==> config.mk <==
export PLATFORM = sky130hd
export DESIGN_NAME = websocket_frame_deframer_top_flat
export DESIGN_NICKNAME = d
export VERILOG_FILES = /design/src/wsd_pkg.sv /design/src/wsd_stream_if.sv /design/src/websocket_frame_deframer_top.sv /design/src/wsd_parser.sv /design/src/flat_wrapper.sv
export SDC_FILE = /design/constraint.sdc
export NUM_CORES = 1
export LEC_CHECK = 0
export BUFFER_PORTS_ARGS = -buffer_cell sky130_fd_sc_hd__buf_4
export CELL_PAD_IN_SITES_DETAIL_PLACEMENT = 0
export CELL_PAD_IN_SITES_GLOBAL_PLACEMENT = 1
export CORE_ASPECT_RATIO = 0.9
export CORE_UTILIZATION = 30
export DETAILED_ROUTE_END_ITERATION = 7
export PLACE_DENSITY_LB_ADDON = 0.1
export SLEW_MARGIN = 20
export SYNTH_ARGS = -nofsm -noshare
export SYNTH_HDL_FRONTEND = slang
export SYNTH_SLANG_ARGS = --single-unit
==> constraint.sdc <==
create_clock -name clock -period 8.4 [get_ports clock]
set_input_delay 0.42 -clock clock [delete_from_list [all_inputs] [get_ports clock]]
set_output_delay 0.42 -clock clock [all_outputs]
set_load 0.02 [all_outputs]
==> src/wsd_pkg.sv <==
// Package with the shared types and constants of the WebSocket frame deframer.
`default_nettype none
package wsd_pkg;

   typedef enum logic [2:0] {
      PH_HDR0    = 3'd0,
      PH_HDR1    = 3'd1,
      PH_EXTLEN  = 3'd2,
      PH_KEY     = 3'd3,
      PH_PAYLOAD = 3'd4
   } phase_type;

   localparam logic [3:0] OPC_TEXT       = 4'd1;
   localparam logic [3:0] OPC_BINARY     = 4'd2;
   localparam logic [6:0] LEN_EXT16      = 7'd126;
   localparam logic [6:0] LEN_EXT64      = 7'd127;
   localparam logic [3:0] EXT16_BYTES    = 4'd2;
   localparam logic [3:0] EXT64_BYTES    = 4'd8;
   localparam logic [1:0] KEY_LAST       = 2'd3;
   localparam logic       STRICT_DEFAULT = 1'b1;

   typedef struct packed {
      logic [7:0] in_byte;
   } req_payload_type;

   typedef struct packed {
      logic [7:0] data_byte;
      logic       fin_bit;
      logic [2:0] rsv_bits;
      logic [3:0] frame_opcode;
      logic       was_masked;
      logic       last_of_frame;
      logic       empty_frame;
      logic       opcode_error;
   } rsp_payload_type;

endpackage
`default_nettype wire

==> src/wsd_stream_if.sv <==
// Valid/ready stream interface that carries one payload per transaction.
`default_nettype none
interface wsd_stream_if #(parameter type payload_type = logic);

   logic        valid;
   logic        ready;
   payload_type payload;

   modport source (output valid, output payload, input ready);
   modport sink (input valid, input payload, output ready);

endinterface
`default_nettype wire

==> src/websocket_frame_deframer_top.sv <==
// Top level of the WebSocket frame deframer: input register, parser and result register.
//
//   Channel   Direction  Transaction
//   req       in         one raw byte of the frame stream
//   rsp       out        one payload byte, empty-frame marker or opcode error
//   csr       in         write of the strict opcode check bit
//
// One byte is taken every cycle unless a stalled result register holds it; its result, if any, is registered.
// The rate is set by the parser step between the input and result registers.
// Reset is synchronous; it restores the header wait and turns strict mode on.
// A stalled result register holds the input register, which then holds req.
`default_nettype none
module websocket_frame_deframer_top (
   input  wire logic   clock,
   input  wire logic   reset,
   wsd_stream_if.sink  req_chan,
   wsd_stream_if.source rsp_chan,
   input  wire logic   csr_wr_en,
   input  wire logic   csr_wr_data
);
   import wsd_pkg::*;

   logic            in_valid_ff, in_valid_in;
   logic [7:0]      in_byte_ff;
   logic            out_valid_ff, out_valid_in;
   rsp_payload_type out_data_ff;
   logic            advance;
   logic            res_valid;
   rsp_payload_type res_data;

   assign advance        = in_valid_ff && (!out_valid_ff || rsp_chan.ready);
   assign req_chan.ready = !in_valid_ff || advance;

   always_comb begin
      if (req_chan.valid && req_chan.ready) begin
         in_valid_in = 1'b1;
      end else if (advance) begin
         in_valid_in = 1'b0;
      end else begin
         in_valid_in = in_valid_ff;
      end
      if (advance) begin
         out_valid_in = res_valid;
      end else begin
         out_valid_in = out_valid_ff && !rsp_chan.ready;
      end
   end

   always_ff @(posedge clock) begin
      if (reset) begin
         in_valid_ff  <= 1'b0;
         out_valid_ff <= 1'b0;
      end else begin
         in_valid_ff  <= in_valid_in;
         out_valid_ff <= out_valid_in;
      end
   end

   always_ff @(posedge clock) begin
      if (req_chan.valid && req_chan.ready) begin
         in_byte_ff <= req_chan.payload.in_byte;
      end
      if (advance && res_valid) begin
         out_data_ff <= res_data;
      end
   end

   wsd_parser u_parser (
      .clock       (clock),
      .reset       (reset),
      .step        (advance),
      .byte_in     (in_byte_ff),
      .csr_wr_en   (csr_wr_en),
      .csr_wr_data (csr_wr_data),
      .res_valid   (res_valid),
      .res_data    (res_data)
   );

   assign rsp_chan.valid   = out_valid_ff;
   assign rsp_chan.payload = out_data_ff;

endmodule
`default_nettype wire

==> src/wsd_parser.sv <==
// Frame parser state and the per-byte decode that forms one result.
`default_nettype none
module wsd_parser (
   input  wire logic                     clock,
   input  wire logic                     reset,
   input  wire logic                     step,
   input  wire logic [7:0]               byte_in,
   input  wire logic                     csr_wr_en,
   input  wire logic                     csr_wr_data,
   output logic                          res_valid,
   output wsd_pkg::rsp_payload_type      res_data
);
   import wsd_pkg::*;

   phase_type   phase_ff, phase_in;
   logic [3:0]  len_cnt_ff, len_cnt_in;
   logic [63:0] remain_ff, remain_in;
   logic [31:0] key_ff, key_in;
   logic [1:0]  key_pos_ff, key_pos_in;
   logic [8:0]  flags_ff, flags_in;
   logic        discard_ff, discard_in;
   logic        strict_ff;

   logic        len_end;
   logic        hdr_end;
   logic [7:0]  key_byte;
   logic [7:0]  data;
   logic        last;
   logic        empty;
   logic        err;

   always_ff @(posedge clock) begin
      if (reset) begin
         strict_ff <= STRICT_DEFAULT;
      end else if (csr_wr_en) begin
         strict_ff <= csr_wr_data;
      end
   end

   always_ff @(posedge clock) begin
      if (reset) begin
         phase_ff   <= PH_HDR0;
         len_cnt_ff <= '0;
         remain_ff  <= '0;
         key_ff     <= '0;
         key_pos_ff <= '0;
         flags_ff   <= '0;
         discard_ff <= 1'b0;
      end else if (step) begin
         phase_ff   <= phase_in;
         len_cnt_ff <= len_cnt_in;
         remain_ff  <= remain_in;
         key_ff     <= key_in;
         key_pos_ff <= key_pos_in;
         flags_ff   <= flags_in;
         discard_ff <= discard_in;
      end
   end

   always_comb begin
      unique case (key_pos_ff)
         2'd0: key_byte = key_ff[31:24];
         2'd1: key_byte = key_ff[23:16];
         2'd2: key_byte = key_ff[15:8];
         2'd3: key_byte = key_ff[7:0];
      endcase
   end

   always_comb begin
      phase_in   = phase_ff;
      len_cnt_in = len_cnt_ff;
      remain_in  = remain_ff;
      key_in     = key_ff;
      key_pos_in = key_pos_ff;
      flags_in   = flags_ff;
      discard_in = discard_ff;
      len_end    = 1'b0;
      hdr_end    = 1'b0;
      res_valid  = 1'b0;
      data       = 8'd0;
      last       = 1'b0;
      empty      = 1'b0;
      err        = 1'b0;

      unique case (phase_ff)
         PH_HDR1: begin
            flags_in  = {byte_in[7], flags_ff[7:0]};
            remain_in = '0;
            if (byte_in[6:0] == LEN_EXT16) begin
               len_cnt_in = EXT16_BYTES;
               phase_in   = PH_EXTLEN;
            end else if (byte_in[6:0] == LEN_EXT64) begin
               len_cnt_in = EXT64_BYTES;
               phase_in   = PH_EXTLEN;
            end else begin
               remain_in = {57'd0, byte_in[6:0]};
               len_end   = 1'b1;
            end
         end
         PH_EXTLEN: begin
            remain_in  = {remain_ff[55:0], byte_in};
            len_cnt_in = len_cnt_ff - 4'd1;
            len_end    = (len_cnt_in == 4'd0);
         end
         PH_KEY: begin
            key_in = {key_ff[23:0], byte_in};
            if (key_pos_ff == KEY_LAST) begin
               hdr_end = 1'b1;
            end else begin
               key_pos_in = key_pos_ff + 2'd1;
            end
         end
         PH_PAYLOAD: begin
            remain_in = remain_ff - 64'd1;
            if (remain_in == 64'd0) begin
               phase_in = PH_HDR0;
            end
            if (!discard_ff) begin
               key_pos_in = key_pos_ff + 2'd1;
               res_valid  = 1'b1;
               data       = flags_ff[8] ? (byte_in ^ key_byte) : byte_in;
               last       = (remain_in == 64'd0);
            end
         end
         default: begin
            flags_in   = {1'b0, byte_in};
            discard_in = strict_ff && (byte_in[3:0] != OPC_TEXT)
                         && (byte_in[3:0] != OPC_BINARY);
            len_cnt_in = '0;
            remain_in  = '0;
            key_pos_in = '0;
            phase_in   = PH_HDR1;
         end
      endcase

      if (len_end) begin
         if (flags_in[8]) begin
            key_in     = '0;
            key_pos_in = '0;
            phase_in   = PH_KEY;
         end else begin
            hdr_end = 1'b1;
         end
      end

      if (hdr_end) begin
         key_pos_in = '0;
         if (discard_ff) begin
            res_valid = 1'b1;
            last      = 1'b1;
            err       = 1'b1;
            phase_in  = (remain_in != 64'd0) ? PH_PAYLOAD : PH_HDR0;
         end else if (remain_in == 64'd0) begin
            res_valid = 1'b1;
            last      = 1'b1;
            empty     = 1'b1;
            phase_in  = PH_HDR0;
         end else begin
            phase_in = PH_PAYLOAD;
         end
      end

      res_data.data_byte     = data;
      res_data.fin_bit       = flags_in[7];
      res_data.rsv_bits      = flags_in[6:4];
      res_data.frame_opcode  = flags_in[3:0];
      res_data.was_masked    = flags_in[8];
      res_data.last_of_frame = last;
      res_data.empty_frame   = empty;
      res_data.opcode_error  = err;
   end

endmodule
`default_nettype wire

==> src/flat_wrapper.sv <==
// flat-port wrapper written by rule: the top's interface ports become plain ports
module websocket_frame_deframer_top_flat import wsd_pkg::*;
  (clock, reset, csr_wr_en, csr_wr_data, req_chan_valid, req_chan_payload, req_chan_ready, rsp_chan_valid, rsp_chan_payload, rsp_chan_ready);
  wsd_stream_if #(.payload_type(req_payload_type)) req_chan_i ();
  wsd_stream_if #(.payload_type(rsp_payload_type)) rsp_chan_i ();
  input  wire logic clock;
  input  wire logic reset;
  input  wire logic csr_wr_en;
  input  wire logic csr_wr_data;
  input wire logic [$bits(req_chan_i.valid)-1:0] req_chan_valid;
  input wire logic [$bits(req_chan_i.payload)-1:0] req_chan_payload;
  output wire logic [$bits(req_chan_i.ready)-1:0] req_chan_ready;
  output wire logic [$bits(rsp_chan_i.valid)-1:0] rsp_chan_valid;
  output wire logic [$bits(rsp_chan_i.payload)-1:0] rsp_chan_payload;
  input wire logic [$bits(rsp_chan_i.ready)-1:0] rsp_chan_ready;
  assign req_chan_i.valid = req_chan_valid;
  assign req_chan_i.payload = req_chan_payload;
  assign req_chan_ready = req_chan_i.ready;
  assign rsp_chan_valid = rsp_chan_i.valid;
  assign rsp_chan_payload = rsp_chan_i.payload;
  assign rsp_chan_i.ready = rsp_chan_ready;
  websocket_frame_deframer_top u_core (.clock(clock), .reset(reset), .req_chan(req_chan_i), .rsp_chan(rsp_chan_i), .csr_wr_en(csr_wr_en), .csr_wr_data(csr_wr_data));
endmodule
# Yosys cells after proc, flatten, opt, wreduce, memory -nomap -nowiden
# Index checks and enable logic that the tools add are counted.
op_classes:
  add_sub_neg: 3
  n_reduce_logical: 26
  div: 0
  n_lt_le_gt_ge: 0
  eq_ne: 12
  n_mux: 50
  shift: 0
  mul: 0
  n_bitwise: 5
ops:
  columns: ["cell", "count"]
  rows:
  - ["case mux 64 bit (4 select lines)", 1]
  - ["zero test 64 bit", 2]
  - ["two-way mux 32 bit", 3]
  - ["nonzero test 64 bit", 1]
  - ["subtractor 64 x 1 -> 64 bit, second input constant", 1]
  - ["case mux 8 bit (4 select lines)", 1]
  - ["two-way mux 3 bit", 9]
  - ["two-way mux 1 bit", 21]
  - ["case mux 9 bit (2 select lines)", 1]
  - ["== test 7 bit, second input constant", 2]
  - ["two-way mux 7 bit", 2]
  - ["case mux 4 bit (3 select lines)", 1]
  - ["two-way mux 2 bit", 5]
  - ["OR reduction 2 bit", 5]
  - ["case mux 3 bit (3 select lines)", 1]
  - ["two-way mux 4 bit", 2]
  - ["two-way mux 8 bit", 1]
  - ["XOR 8 bit", 1]
  - ["== test 3 x 2 -> 1 bit, second input constant", 2]
  - ["logical AND 1 bit", 6]
  - ["case mux 2 bit (3 select lines)", 1]
  - ["== test 2 bit, second input constant", 2]
  - ["zero test 4 bit", 1]
  - ["!= test 4 x 1 -> 1 bit, second input constant", 1]
  - ["17 further kinds", 23]
totals:
  output_inout_bits: 22
  word_cells: 115
  latchBits: 0
  ram_bits: 0
  mem_count: 0
  input_bits: 14
  register_bits: 146
  rom_bits: 0

# Longest topological paths before layout
logic_depth:
  depth_word: 9
  depth_mapped: 14
  ltp_nobuf: 12

# Modules after synthesis
# A second synthesis with hierarchy kept.
hier_totals:
  hier_cells: 1252
  area_unflattened_um2: 9721.8
by_module_without_submodules:
  columns: ["mod", "seq_area_each_um2", "area_per_inst_um2", "n_inst", "cells_each"]
  rows:
  - ["wsd_parser", 2322.2, 8774.7, 1, 1213]
  - ["websocket_frame_deframer_top", 880.8, 947.2, 1, 39]

# Worst setup path before layout
# OpenSTA, ideal clock, no wires.
synth_path:
  kind: "register -> register"
  start: "register u_core.u_parser.remain_ff[0]"
  end: "register u_core.out_data_ff (netlist bit u_core.rsp_chan.payload[0]), enable pin"
  stages_incl_launch_ff: 14
  t_required_ps: 7991
  path_buffers: 1
  synth_period_minus_slack_ps: 4440
  t_arrival_ps: 4031
  setup_time_ps: 409
  setup_slack_ps: 3960
  cell_sequence: "dfxtp_1 inv_1 ha_1 nor3b_2 nand4_1 or4_1 clkbuf_1 nor3_1 o21ai_0 a221oi_1 and3_1 and4_1 nand3b_1 a31oi_1"
synth_via:
  elab_chain_len: 7
synth_lines:
  columns: ["item", "line", "rtl"]
  rows:
  - ["start, declared", "wsd_parser.sv:17", "logic [63:0] remain_ff, remain_in;"]
  - ["start signal, assigned", "wsd_parser.sv:52", "remain_ff <= remain_in;"]
  - ["subtractor 64 x 1 -> 64 bit", "wsd_parser.sv:114", "remain_in = remain_ff - 64'd1;"]
  - ["case mux 64 bit (4 select lines) (*)", "wsd_parser.sv:85", "unique case (phase_ff)"]
  - ["zero test 64 bit (*)", "wsd_parser.sv:153", "end else if (remain_in == 64'd0) begin"]
  - ["two-way mux 1 bit (*)", "wsd_parser.sv:153", null]
  - ["two-way mux 1 bit (*)", "wsd_parser.sv:148", "if (discard_ff) begin"]
  - ["two-way mux 1 bit (*)", "wsd_parser.sv:146", "if (hdr_end) begin"]
  - ["logical AND 1 bit (*)", "websocket_frame_deframer_top.sv:63", "if (advance && res_valid) begin"]
  - ["end signal, assigned", "websocket_frame_deframer_top.sv:64", "out_data_ff <= res_data;"]
  - ["end, declared", "websocket_frame_deframer_top.sv:26", "rsp_payload_type out_data_ff;"]
# Mark *: on every way between the ends. The rest lies on a longest branch, timed or not.
# A chain may end at the register's enable or synchronous reset.

# Worst setup path after layout
layout_path:
  start: "register u_core.u_parser.remain_ff[0]"
  end: "register u_core.out_data_ff (netlist bit u_core.rsp_chan.payload[4]), enable pin"
# Same word-level chain as after synthesis.

==> flow_metrics.env <==
export IMPL_fin_crit_sh=0.6092
export IMPL_async_flop_share=0
export IMPL_cp_arrival_ns=5.24
export IMPL_finalClockSkew_ns=0.01305
export IMPL_min_period_ns=5.117
export IMPL_drtPass1Iterations=5
export IMPL_synth_top_area_share=0.2432
export IMPL_syn_nets=1290
export IMPL_yosys_top_cells_count="nand2_1 (173), nor2_1 (134), dfxtp_1 (118), clkbuf_1 (102), a21oi_1 (91)"
export IMPL_numPortBuffers=35
export IMPL_hold_path_end="u_core.in_byte_ff[1]$_DFFE_PP_"
export IMPL_yosys_top_cells_area="dfxtp_1 (24%), edfxtp_1 (8.7%), nand2_1 (6.7%)"
export IMPL_cts_setup_buffers=0
export IMPL_cts_sinks=146
export IMPL_synthesis_area_um2=9712
export IMPL_grtUsageTotal=0.2369
export IMPL_yosysTopAreaCell="dfxtp_1"
export IMPL_synth_ff_type="dfxtp_1"
export IMPL_drv_cap=0
export IMPL_grt_pass1_vias=8993
export IMPL_critPathBufInv=2
export IMPL_avgSynthCellArea_um2=7.665
export IMPL_nNetsFinal=1229
export IMPL_area_delta_synth_final_pct=9.945
export IMPL_power_density_nw_per_um2=182.2
export IMPL_tritoncts="done"
export IMPL_clk_latency_ns=0.46
export IMPL_hold_path_class="in2reg"
export IMPL_routedWlPerCell_um=23.73
export IMPL_ys_ff_latch=146
export IMPL_power_leakage_nw=3.530
export IMPL_r2r_cells=13
export IMPL_htreeDepth=4
export IMPL_crit_start="u_core.u_parser.remain_ff[0]$_SDFFE_PP0P_"
export IMPL_fmax_mhz=195.4
export IMPL_die_area_um2=33100
export IMPL_worstMarginPinSlew_ns=1.013
export IMPL_slowest_delay_ns=0.86
export IMPL_diodes=0
export IMPL_r2r_end="u_core.rsp_chan.payload[4]$_DFFE_PP_"
export IMPL_reg2reg_from="u_core.u_parser.remain_ff[0]$_SDFFE_PP0P_"
export IMPL_hold_violations=0
export IMPL_critPathTopFamily="simple AND/OR/NAND/NOR gates"
export IMPL_critPathRequiredTime_ns=8.53
export IMPL_synth_cell_types=80
export IMPL_grt_pass1_wl_um=58720
export IMPL_outcome="completed"
export IMPL_netlist_instances=1267
export IMPL_cpMaxStageDelayCell="or4_1"
export IMPL_rows=62
export IMPL_wirelength_um=38800
export IMPL_fin_tns_setup_ns=0
export IMPL_grt_max_degree=74
export IMPL_coreArea_um2=31880
export IMPL_clockRootBuffer="clkbuf_16"
export IMPL_cts_buffers=17
export IMPL_holdPathStages=1
export IMPL_via_per_inst=5.833
export IMPL_cts_resized=0
export IMPL_finalSetupViolations=0
export IMPL_start_util=0.3046
export IMPL_path_class="reg2reg"
export IMPL_hpwl_um=26790
export IMPL_cp_max_fo=20
export IMPL_vias=9537
export IMPL_endpoint_kind="flop"
export IMPL_hp_start="req_chan_payload[1]"
export IMPL_finalWeightedCongestion=0.8971
export IMPL_drt_iter0_drc=915
export IMPL_ir_worst_vdd_mv=0.1178
export IMPL_die_w_um=191.7
export IMPL_cp_cell_sequence="inv_1, ha_1, nor3b_2, nand4_1, or4_1, nor3_1, o21ai_0, a221oi_1, and3_1, and4_1, nand3b_1, a31oi_2, buf_4"
export IMPL_ctsHoldBuffers=0
export IMPL_grt_setup_unrepaired="no"
export IMPL_drv_slew=0
export IMPL_worstSetupStartpointType="flop"
export IMPL_ant_nets=0
export IMPL_io_pins=36
export IMPL_synth_edf_count=28
export IMPL_cp_depth=13
export IMPL_hold_ws_ns=0.1472
export IMPL_yosys_warnings=0
export IMPL_drc_errors=0
export IMPL_slew_headroom=0.3193
export IMPL_clockBufferDepth=2
export IMPL_ff2ff_setup_slack_ns=3.28
export IMPL_drive_gt1_frac=0.1091
export IMPL_synth_most_common_cell="nand2_1"
export IMPL_antenna_found_initial=2
export IMPL_die_height_um=172.7
export IMPL_clk_pin_slew_ns=0.07
export IMPL_grt_overflow_total=0
export IMPL_ys_seq_area_frac=0.3298
==> cells by family after synthesis <==
family                     count (synthesis)  share of synthesized area
muxes                                     43                    0.04612
xor gates and xnor gates                  54                    0.04870
DFF                                      146                     0.3298
adders and majority gates                  9                    0.01160
AOI/OAI and AO/OA                        319                     0.2181
buffers and inverters                    148                    0.06107
and+or+nand+nor                          548                     0.2846
==> routing by layer <==
metal / track usage / routed length, um
met1: 0.3559 / 19330
met4: 0.07440 / 824
met2: 0.3290 / 16100
met3: 0.05399 / 2512
met5: 0 / 27
==> per-stage QoR <==
step                  util  total power, mW  cells  area [um2]  setup WS [ns]
floorplan                -            1.065   1267        9712          3.960
global placement    0.3173            1.203   1603       10120          3.202
detailed placement  0.3175            1.198   1603       10120          3.394
CTS                 0.3348            1.959   1635       10670          3.386
global route        0.3349            2.027   1635       10680          2.910
finish              0.3349            1.946   1635       10680          3.283
==> registers in the layout, summed over array words and instances (netlist names) <==
signal	cells
u_core.in_byte_ff	8
u_core.in_valid_ff	1
u_core.rsp_chan.payload	20
u_core.rsp_chan.valid	1
u_core.u_parser.discard_ff	1
u_core.u_parser.flags_ff	9
u_core.u_parser.key_ff	32
u_core.u_parser.key_pos_ff	2
u_core.u_parser.len_cnt_ff	4
u_core.u_parser.phase_ff	3
u_core.u_parser.remain_ff	64
u_core.u_parser.strict_ff	1
==> where the power goes <==
part,switching [mW],internal [mW]
clock,0.337,0.416
combinational,0.264,0.137
sequential,0.0548,0.737
total,0.656,1.29
==> layout by cell type (no fill, tap or decap), types with 26 or more instances in the layout <==
cell	Yosys	layout
nand2_1	173	172
nor2_1	134	133
dfxtp_1	118	117
a21oi_1	91	91
o21ai_0	62	62
nor3_1	59	59
buf_4	0	51
nor4_1	34	33
a211oi_1	30	30
mux2i_1	29	29
xnor2_1	28	28
edfxtp_1	28	28
xor2_1	26	26
==> cell type report <==
class | count | area, um2
Sequential cell | 146 | 3204
Inverter | 17 | 63.81
Clock buffer | 20 | 446.7
Multi-Input combinational cell | 973 | 5954
Clock inverter | 12 | 105.1
Timing Repair Buffer | 51 | 382.9
Tap cell | 416 | 520.5
Fill cell | 3427 | 21210
==> how the worst max path moves through the flow <==
stage / endpoint / slack (ns)
CTS: u_core.rsp_chan.payload[4]$_DFFE_PP_ / 3.39
global placement: u_core.rsp_chan.payload[4]$_DFFE_PP_ / 3.20
floorplan: u_core.rsp_chan.payload[0]$_SDFFCE_PP0P_ / 3.96
detailed placement: u_core.rsp_chan.payload[5]$_DFFE_PP_ / 3.39
finish: u_core.rsp_chan.payload[4]$_DFFE_PP_ / 3.28
global route: u_core.rsp_chan.payload[4]$_DFFE_PP_ / 2.91
Power figures use the tool's default switching activity.
